File: config.mk
export PLATFORM = sky130hd
export DESIGN_NAME = int_literal_parser
export DESIGN_NICKNAME = d
export VERILOG_FILES = /design/src/ilp_pkg.sv /design/src/ilp_core.sv /design/src/int_literal_parser.sv
export SDC_FILE = /design/constraint.sdc
export NUM_CORES = 1
export LEC_CHECK = 0
export ABC_AREA = 1
export BUFFER_PORTS_ARGS = -buffer_cell sky130_fd_sc_hd__clkbuf_2
export CAP_MARGIN = 20
export CORE_MARGIN = 2
export CORE_UTILIZATION = 45
export DETAILED_ROUTE_END_ITERATION = 7
export PLACE_DENSITY_LB_ADDON = 0.3
export SYNTH_ARGS = -nofsm -noshare
export SYNTH_HDL_FRONTEND = slang
export SYNTH_SLANG_ARGS = --single-unit
File: constraint.sdc
create_clock -name clk -period 9.83 [get_ports clk]
set_clock_uncertainty 0.2 [all_clocks]
set_input_delay 2.949 -clock clk [delete_from_list [all_inputs] [get_ports clk]]
set_output_delay 2.949 -clock clk [all_outputs]
set_load 0.02 [all_outputs]
File: src/ilp_pkg.sv
package ilp_pkg;

  // ascii codes the parser reacts to
  localparam logic [7:0] CH_ZERO  = 8'h30;
  localparam logic [7:0] CH_NINE  = 8'h39;
  localparam logic [7:0] CH_LO_A  = 8'h61;
  localparam logic [7:0] CH_LO_F  = 8'h66;
  localparam logic [7:0] CH_UP_A  = 8'h41;
  localparam logic [7:0] CH_UP_F  = 8'h46;
  localparam logic [7:0] CH_UNDER = 8'h5F;
  localparam logic [7:0] CH_X     = 8'h78;
  localparam logic [7:0] CH_MINUS = 8'h2D;
  localparam logic [7:0] CH_PLUS  = 8'h2B;

  // one finished token
  typedef struct packed {
    logic [63:0] value;
    logic        bad_underscore;
    logic [7:0]  consumed;
  } ilp_result_t;

endpackage

File: src/ilp_core.sv
module ilp_core #(
  parameter int MAX_TOKEN_LEN = 255
) (
  input  logic                 clk,
  input  logic                 rst,
  input  logic                 step,
  input  logic [7:0]           ch,
  input  logic                 last,
  input  logic                 func,
  output ilp_pkg::ilp_result_t result
);

  localparam int CapInt = (MAX_TOKEN_LEN < 255) ? MAX_TOKEN_LEN : 255;
  localparam logic [7:0] CountCap = CapInt[7:0];

  typedef enum logic [2:0] {
    P_START, P_SIGNED, P_ZERO, P_DEC, P_HEXSTART, P_HEX, P_DONE, P_DONE_ERR
  } phase_t;

  phase_t      phase, phase_next;
  logic [63:0] accum, accum_next;
  logic [63:0] naccum, naccum_next;   // running negation of accum
  logic        is_minus, is_minus_next;
  logic        is_wide, is_wide_next;
  logic        upend, upend_next;
  logic [7:0]  char_count, char_count_next;

  logic        is_dec, is_hexl, dig_ok, run, run_hex, take, handled;
  logic [3:0]  dval;
  logic [1:0]  inc;
  logic [63:0] acc_step, nacc_step, acc_sel, nacc_sel, v;
  logic [8:0]  sum;
  logic [7:0]  cnt_sat;
  logic        err;

  always_comb begin
    is_dec  = (ch >= ilp_pkg::CH_ZERO) && (ch <= ilp_pkg::CH_NINE);
    is_hexl = ((ch >= ilp_pkg::CH_LO_A) && (ch <= ilp_pkg::CH_LO_F)) ||
              ((ch >= ilp_pkg::CH_UP_A) && (ch <= ilp_pkg::CH_UP_F));
    // '0'-'9' low nibble is the digit, letters are low nibble plus nine
    dval = is_dec ? ch[3:0] : (ch[3:0] + 4'd9);

    phase_next    = phase;
    is_minus_next = is_minus;
    is_wide_next  = is_wide;
    upend_next    = upend;
    inc           = 2'd0;
    take          = 1'b0;
    run           = 1'b0;
    run_hex       = 1'b0;
    handled       = 1'b0;
    dig_ok        = 1'b0;

    if (phase == P_START) begin
      is_wide_next = func;
      if ((ch == ilp_pkg::CH_MINUS) || (ch == ilp_pkg::CH_PLUS)) begin
        is_minus_next = (ch == ilp_pkg::CH_MINUS);
        inc           = 2'd1;
        handled       = 1'b1;
      end
      phase_next = P_SIGNED;
    end

    if (!handled) begin
      unique case (phase_next)
        P_SIGNED: begin
          if (ch == ilp_pkg::CH_UNDER) phase_next = P_DONE_ERR;
          else if (ch == ilp_pkg::CH_ZERO) phase_next = P_ZERO;
          else begin
            phase_next = P_DEC;
            run        = 1'b1;
          end
        end
        P_ZERO: begin
          if (ch == ilp_pkg::CH_X) begin
            inc        = 2'd2;
            phase_next = P_HEXSTART;
          end else begin
            // the leading zero counts; accum is still zero so times ten is a no-op
            phase_next = P_DEC;
            inc        = 2'd1;
            run        = 1'b1;
          end
        end
        P_HEXSTART: begin
          if (ch == ilp_pkg::CH_UNDER) phase_next = P_DONE_ERR;
          else begin
            phase_next = P_HEX;
            run        = 1'b1;
            run_hex    = 1'b1;
          end
        end
        P_DEC, P_HEX: begin
          run     = 1'b1;
          run_hex = (phase_next == P_HEX);
        end
        P_START, P_DONE, P_DONE_ERR: begin
        end
      endcase
    end

    if (run) begin
      dig_ok = is_dec || (run_hex && is_hexl);
      if (upend) begin
        upend_next = 1'b0;
        if (dig_ok) begin
          inc  = inc + 2'd2;
          take = 1'b1;
        end else begin
          phase_next = P_DONE_ERR;
        end
      end else if (dig_ok) begin
        inc  = inc + 2'd1;
        take = 1'b1;
      end else if (ch == ilp_pkg::CH_UNDER) begin
        upend_next = 1'b1;
      end else begin
        phase_next = P_DONE;
      end
    end

    // one digit step on both the value and its negation
    if (run_hex) begin
      acc_step  = {accum[59:0], 4'b0000} + {60'd0, dval};
      nacc_step = {naccum[59:0], 4'b0000} - {60'd0, dval};
    end else begin
      acc_step  = (accum << 3) + (accum << 1) + {60'd0, dval};
      nacc_step = (naccum << 3) + (naccum << 1) - {60'd0, dval};
    end
    if (!is_wide_next) begin
      acc_step[63:32]  = 32'd0;
      nacc_step[63:32] = 32'd0;
    end
    acc_sel  = take ? acc_step : accum;
    nacc_sel = take ? nacc_step : naccum;

    // closing the token
    if (last) begin
      if (phase_next == P_ZERO) inc = inc + 2'd1;
      if (upend_next) phase_next = P_DONE_ERR;
    end

    sum     = {1'b0, char_count} + {7'd0, inc};
    cnt_sat = (sum > {1'b0, CountCap}) ? CountCap : sum[7:0];

    err = (phase_next == P_DONE_ERR);
    v   = is_minus_next ? nacc_sel : acc_sel;
    if (!is_wide_next) v = {{32{v[31]}}, v[31:0]};
    if (err) v = 64'd0;

    result.value          = v;
    result.bad_underscore = err;
    result.consumed       = cnt_sat;

    accum_next      = acc_sel;
    naccum_next     = nacc_sel;
    char_count_next = cnt_sat;
    if (last) begin
      phase_next      = P_START;
      accum_next      = 64'd0;
      naccum_next     = 64'd0;
      is_minus_next   = 1'b0;
      is_wide_next    = 1'b0;
      upend_next      = 1'b0;
      char_count_next = 8'd0;
    end
  end

  always_ff @(posedge clk) begin
    if (rst) begin
      phase      <= P_START;
      accum      <= 64'd0;
      naccum     <= 64'd0;
      is_minus   <= 1'b0;
      is_wide    <= 1'b0;
      upend      <= 1'b0;
      char_count <= 8'd0;
    end else if (step) begin
      phase      <= phase_next;
      accum      <= accum_next;
      naccum     <= naccum_next;
      is_minus   <= is_minus_next;
      is_wide    <= is_wide_next;
      upend      <= upend_next;
      char_count <= char_count_next;
    end
  end

endmodule

File: src/int_literal_parser.sv
// integer literal parser, one character per transfer
// a closing character sits in the input register, then fills the result register
// throughput: one character per cycle outside output stalls; set by the combinational
//   digit step (shift-add on the 64-bit accumulator and its negation) in ilp_core
// reset: synchronous active-high rst empties the input and result registers and
//   returns the token state to start of token
module int_literal_parser #(
  parameter int MAX_TOKEN_LEN = 255
) (
  input  logic        clk,
  input  logic        rst,
  input  logic        in_valid,
  output logic        in_stall,
  input  logic [7:0]  ch,
  input  logic        last,
  input  logic        func,
  output logic        out_valid,
  input  logic        out_stall,
  output logic [63:0] value,
  output logic        bad_underscore,
  output logic [7:0]  consumed
);

  // input register
  logic       q_valid;
  logic [7:0] ch_q;
  logic       last_q;
  logic       func_q;

  logic out_free;   // result register can take a new result this cycle
  logic advance;    // registered character is processed this cycle

  ilp_pkg::ilp_result_t result;

  // a character without last never waits; a closing one needs room in the
  // result register, which frees up in the same cycle its result transfers
  assign out_free = !out_valid || !out_stall;
  assign advance  = q_valid && (!last_q || out_free);
  assign in_stall = q_valid && !advance;

  always_ff @(posedge clk) begin
    if (rst) begin
      q_valid <= 1'b0;
    end else if (!in_stall) begin
      q_valid <= in_valid;
    end
  end

  // payload needs no reset
  always_ff @(posedge clk) begin
    if (in_valid && !in_stall) begin
      ch_q   <= ch;
      last_q <= last;
      func_q <= func;
    end
  end

  // token state and per-character step
  ilp_core #(
    .MAX_TOKEN_LEN(MAX_TOKEN_LEN)
  ) u_core (
    .clk   (clk),
    .rst   (rst),
    .step  (advance),
    .ch    (ch_q),
    .last  (last_q),
    .func  (func_q),
    .result(result)
  );

  // result register, loaded only by a closing character
  always_ff @(posedge clk) begin
    if (rst) begin
      out_valid <= 1'b0;
    end else if (out_free) begin
      out_valid <= advance && last_q;
    end
  end

  always_ff @(posedge clk) begin
    if (out_free && advance && last_q) begin
      value          <= result.value;
      bad_underscore <= result.bad_underscore;
      consumed       <= result.consumed;
    end
  end

endmodule

==> results.sh, run 1 <==
export IMPL_synthXorXnorAreaFrac=0.0147
export IMPL_reg2reg_from="ch_q[0]"
export IMPL_design_area_um2=27900
export IMPL_cts_sinks=227
export IMPL_synth_top_family_by_area="simple AND/OR/NAND/NOR gates"
export IMPL_place_gp_congestion=0.998
export IMPL_synth_adder_area_share=0.125
export IMPL_syn_instance_count=4508
export IMPL_first_pass_iters=6
export IMPL_synth_avg_cell_area_um2=5.81
export IMPL_die_y_um=245
export IMPL_cts_htree_levels=1
export IMPL_worstPathArrival_ns=3.71
export IMPL_synth_top_cell_by_area="nand2_1"
export IMPL_die_w_um=245
export IMPL_yosysWarnings=0
export IMPL_multi_input_area_um2=17600
export IMPL_synthSimpleGateAreaFrac=0.383
export IMPL_area_growth_pct=6.44
export IMPL_dp_hpwl_um=75200
export IMPL_grt_ovfl_total=0
export IMPL_grt_pass1_vias=26800
export IMPL_grt_pass1_wl_um=147000
export IMPL_finalSetupViolations=0
export IMPL_finalHoldViolCount=0
export IMPL_maxCapViolations=0
export IMPL_synth_top_area_frac=0.201
export IMPL_setup_tns_ns=0
export IMPL_max_vdd_ir_drop_mv=0.105
export IMPL_endpoint_kind="primary output"
export IMPL_cp_max_fo=3
export IMPL_drt_wl_total_um=94500
export IMPL_final_common_cell="nand2_1"
export IMPL_routed_via_density=5.48
export IMPL_relSlewSlack=0.307
export IMPL_startpoint_type="input port"
export IMPL_critPathRequiredTime_ns=6.68
export IMPL_start_util=0.455
export IMPL_insertion_delay_ns=0.55
export IMPL_drt_iter0_drc=3030
export IMPL_nNetsFinal=4780
export IMPL_post_cts_resized=0
export IMPL_finalCritPeriodShare=0.697
export IMPL_crit_family="simple AND/OR/NAND/NOR gates"
export IMPL_seq_area_frac_synth=0.205
export IMPL_ff_latch_area_um2=5380
export IMPL_grt_max_degree=92
export IMPL_clk_pin_slew_ns=0.07
export IMPL_tightest_slew_ns=1.04
export IMPL_postCtsSetupBuffers=0
export IMPL_vias=29000
export IMPL_cts_root_buffer="clkbuf_16"
export IMPL_slowest_delay_ns=0.24
export IMPL_wire_per_inst_um=17.9
export IMPL_core_um2=57600
export IMPL_synthMuxAreaShare=0.000382
export IMPL_synth_compound_area_frac=0.148
export IMPL_syn_nets=4780
export IMPL_rsz0062_at_grt="false"
export IMPL_syn_area_um2=26200
export IMPL_crit_type="input port to primary output"
export IMPL_final_cell_mix="nand2_1, inv_1, nor2_1"
export IMPL_ant_nets=0
export IMPL_cts_buffers=22
export IMPL_critPathSlowestCell="nor2_1"
export IMPL_antenna_found_initial=0
export IMPL_slew_violations=0
export IMPL_synth_distinct_cells=56
export IMPL_cp_startpoint="out_stall"
export IMPL_dpl_cell_area_um2=27200
export IMPL_layout_drive_gt1_share=0.0447
export IMPL_insertedDiodeCount=0
export IMPL_critical_path_buf_inv_count=3
export IMPL_port_buffers=88
export IMPL_fillers=6225
export IMPL_cts_tree="yes"
export IMPL_reg2reg_setup_slack_ns=4.18
export IMPL_power_density_nw_per_um2=90.1
export IMPL_max_freq_mhz=146
export IMPL_design_die_area_um2=60200
export IMPL_fin_crit_ns=6.86
export IMPL_status="complete, no violations"
export IMPL_hold_path_class="flip-flop to flip-flop"
export IMPL_cts_buffer_depth=3
export IMPL_crit_chain="clkbuf_2, nand2_1, inv_1, nand2_1, nor2_1, clkbuf_2"
export IMPL_rows=88
export IMPL_power_leakage_uw=0.0155
export IMPL_yosys_top_cells_area="nand2_1, ha_1, dfxtp_1"
export IMPL_synth_seq_cells=227
export IMPL_holdWs_ns=0.269
export IMPL_cts_hold_buf=0
export IMPL_pin_count=89
export IMPL_hp_start="u_core.accum[63]"
export IMPL_grtUsageTotal=0.309
export IMPL_drcViolationCount=0
==> synth_stat cells (all sizes together) <==
library cell,number
o22ai,3
and2,1
nand4,61
o21bai,17
inv,696
o21ai,236
a21o,5
a31oi,4
or2,4
mux2i,1
buf,60
nor4,11
a21oi,409
xnor2,14
a2bb2oi,4
nor3b,2
o21a,5
and3,2
o311ai,2
nand2,1413
nor2,475
nand3,406
xor2,30
clkbuf,70
nor3,48
clkinv,1
a21boi,7
dfxtp,144
edfxtp,83
o211ai,25
o31ai,4
nand3b,5
o221ai,2
fa,5
ha,253
==> final timing paths <==
| path | end | cells past startpoint |
|---|---|---|
| hold reg to reg | u_core.accum[63] | 2 |
| setup / recovery | in_stall | 6 |
| hold / removal | u_core.accum[63] | 2 |
| setup reg to reg | value[47] | 24 |
==> cell type report <==
type | instances | share of cell area
well taps | 765 | 0.0343
clock buffers | 24 | 0.0208
inverters | 697 | 0.0941
clock inverters | 16 | 0.00480
repair buffers | 106 | 0.0214
multi-input cells | 3454 | 0.632
flip-flops and latches | 227 | 0.193
==> sequential cells by signal (all words and copies together), names as in the netlist, 3 cells and up <==
name               flops
consumed               8
u_core.phase           3
value                 64
ch_q                   8
u_core.accum          64
u_core.naccum         64
u_core.char_count      8
==> metrics by stage <==
stage	power [uW]	setup slack, ns	utilization	instances
floorplan	1440	3.22	-	4508
global placement	1640	2.97	0.471	5248
detailed placement	1650	2.99	0.472	5249
CTS	2500	2.99	0.484	5289
global route	2610	2.89	0.484	5289
finish	2510	2.97	0.484	5289
==> tightest hold or removal path, stage by stage, from the launching register on <==
cell and delay (ns):
dfxtp_1 0.31, nand2_1 0.06, a21oi_1 0.06
==> logic make-up after synthesis <==
kind of cell | after synthesis
AOI/OAI and AO/OA | 723
and+or+nand+nor | 2428
adders and majority gates | 258
muxes | 1
buffers and inverters | 827
xor gates and xnor gates | 44
DFF | 227
==> layer usage <==
layer | wire length [um] | global-route usage | vias up | share of wire
met5 | 0 | 0 | - | 0
met4 | 5030 | 0.150 | 0 | 0.053
met3 | 5750 | 0.0211 | 219 | 0.061
met2 | 41000 | 0.488 | 1051 | 0.43
met1 | 42800 | 0.428 | 13200 | 0.45
li1 | - | - | 14600 | -
==> power by group <==
part           internal [uW]  switching, uW
combinational            171            485
clock                    461            399
sequential               984           11.5
No activity file was read; power rests on OpenSTA's default activity.
==> run 2, diff against run 1 <==
clock period = 6.7 ns   (was 9.83 ns; I/O delays follow)
==> run 2 against run 1 <==
  * Global-route usage grew 0.90 points
  * Worst setup slack lost 1.6 ns
  * First-iteration DRC count rose by 1.9%
  * Routed wire length up 3.4%
  * Non-clock buffer count shrank 1
  * Final area rose by 0.32%
==> results.sh, run 2 (synthesized netlist as in run 1, its figures left out) <==
export IMPL_clock_power_share=0.363
export IMPL_design_die_area_um2=60200
export IMPL_nNetsFinal=4781
export IMPL_port_buffers=88
export IMPL_critPathRequiredTime_ns=6.86
export IMPL_stdcell_count=5292
export IMPL_cp_max_fo=32
export IMPL_fin_crit_ns=5.36
export IMPL_layout_drive_gt1_share=0.0440
export IMPL_start_util=0.455
export IMPL_ant_nets=0
export IMPL_cts_root_buffer="clkbuf_16"
export IMPL_holdWs_ns=0.267
export IMPL_grt_pass1_wl_um=150000
export IMPL_hold_path_class="flip-flop to flip-flop"
export IMPL_intPower_uw=2480
export IMPL_max_vdd_ir_drop_mv=0.138
export IMPL_drt_wl_total_um=97800
export IMPL_cts_hold_buf=0
export IMPL_area_growth_pct=6.78
export IMPL_die_y_um=245
export IMPL_cts_htree_levels=1
export IMPL_clk_pin_slew_ns=0.06
export IMPL_grtUsageTotal=0.318
export IMPL_antenna_found_initial=0
export IMPL_routed_via_density=5.55
export IMPL_pwr_share_seq=0.384
export IMPL_cts_buffers=24
export IMPL_fillers=6239
export IMPL_p_sw_frac=0.347
export IMPL_top_regs="u_core.accum: 64 flops, u_core.naccum: 64 flops, value: 64 flops"
export IMPL_cts_tree="yes"
export IMPL_dp_hpwl_um=77700
export IMPL_slew_violations=0
export IMPL_crit_chain="inv_1, ha_1, nor2_1, nand2_1, nand3_4, o21ai_2, inv_1, fa_1, inv_1, ha_1, nand2_1, o21ai_1, nand2_1, nand2_1, nand2_1, nand3_1, nand2_1, nand2_1, nand2_1, nand3_1, nand3_2, nand3_2, nand3b_4, a21oi_1"
export IMPL_rows=88
export IMPL_tightest_slew_ns=1.05
export IMPL_grt_ovfl_total=0
export IMPL_post_cts_resized=0
export IMPL_place_gp_congestion=1.08
export IMPL_vias=29400
export IMPL_dp_cells=5248
export IMPL_finalPower_uw=3810
export IMPL_rsz0062_at_grt="false"
export IMPL_cts_sinks=227
export IMPL_postCtsSetupBuffers=0
export IMPL_wire_per_inst_um=18.5
export IMPL_power_combinational_fraction=0.253
export IMPL_critPathSlowestCell="o21ai_2"
export IMPL_finalCritPeriodShare=0.801
export IMPL_critical_path_buf_inv_count=3
export IMPL_endpoint_kind="flip-flop"
export IMPL_max_freq_mhz=186
export IMPL_final_common_cell="nand2_1"
export IMPL_slowest_delay_ns=0.52
export IMPL_power_leakage_uw=0.0155
export IMPL_power_density_nw_per_um2=136
export IMPL_design_area_um2=28000
export IMPL_finalSetupViolations=0
export IMPL_core_um2=57600
export IMPL_maxCapViolations=0
export IMPL_die_w_um=245
export IMPL_crit_type="flip-flop to flip-flop"
export IMPL_pin_count=89
export IMPL_crit_family="simple AND/OR/NAND/NOR gates"
export IMPL_insertedDiodeCount=0
export IMPL_switching_power_uw=1320
export IMPL_status="complete, no violations"
export IMPL_cp_common_cell="nand2_1"
export IMPL_setup_tns_ns=0
export IMPL_grt_max_degree=140
export IMPL_worstPathArrival_ns=5.52
export IMPL_finalHoldViolCount=0
export IMPL_insertion_delay_ns=0.54
export IMPL_grt_pass1_vias=26900
export IMPL_drt_iter0_drc=3087
export IMPL_first_pass_iters=6
export IMPL_relSlewSlack=0.301
export IMPL_cts_buffer_depth=3
export IMPL_dpl_cell_area_um2=27200
export IMPL_drcViolationCount=0
export IMPL_final_cell_mix="nand2_1, inv_1, nor2_1"
export IMPL_startpoint_type="flip-flop"
==> run 2: cell types whose count changed in the layout (fill, tap and decap cells not counted), sizes merged <==
cell    delta
buf        -1
bufinv     +1
clkbuf     +8
clkinv     -4
inv        -1
==> run 2: worst paths after layout <==
check                           slack (ns)  cells past startpoint                to              from
worst max-delay path                  1.34                     24         value[53]           ch_q[0]
worst min-delay path                  0.27                      2  u_core.accum[63]  u_core.accum[63]
worst max register to register        1.34                     24         value[53]           ch_q[0]
worst min register to register        0.27                      2  u_core.accum[63]  u_core.accum[63]
==> run 2: layout make-up <==
class                   instances  area, um2  area share
well taps                     765        957      0.0342
repair buffers                105        608      0.0217
multi-input cells            3454      17600       0.630
inverters                     697       2620      0.0938
clock inverters                12        120     0.00429
flip-flops and latches        227       5380       0.192
clock buffers                  32        672      0.0240
==> run 2: through the flow <==
| stage | worst slack [ns] | util |
|---|---|---|
| after global placement | 1.55 | 0.472 |
| after floorplan | 1.97 | - |
| after CTS | 1.42 | 0.486 |
| after global routing | 0.963 | 0.486 |
| after detailed placement | 1.44 | 0.472 |
| final | 1.34 | 0.486 |
==> run 2: power by group through the flow <==
stage	Sequential [uW]	Clock [uW]	Combinational [uW]
floorplan	1500	0	621
global placement	1490	0	923
detailed placement	1490	0	926
CTS	1460	1400	930
global route	1460	1450	1040
finish	1460	1380	962
==> run 2: metal layers <==
metal	vias to the layer above	GRT usage	routed length, um
met5	-	0	0
met4	0	0.128	4330
met3	179	0.0162	6840
met2	1194	0.519	44000
met1	13400	0.440	42500
li1	14600	-	-
==> run 2: tightest hold or removal path, stage by stage, from the launching register on <==
cell     delay [ns]
dfxtp_1        0.31
nand2_1        0.06
a21oi_1        0.05
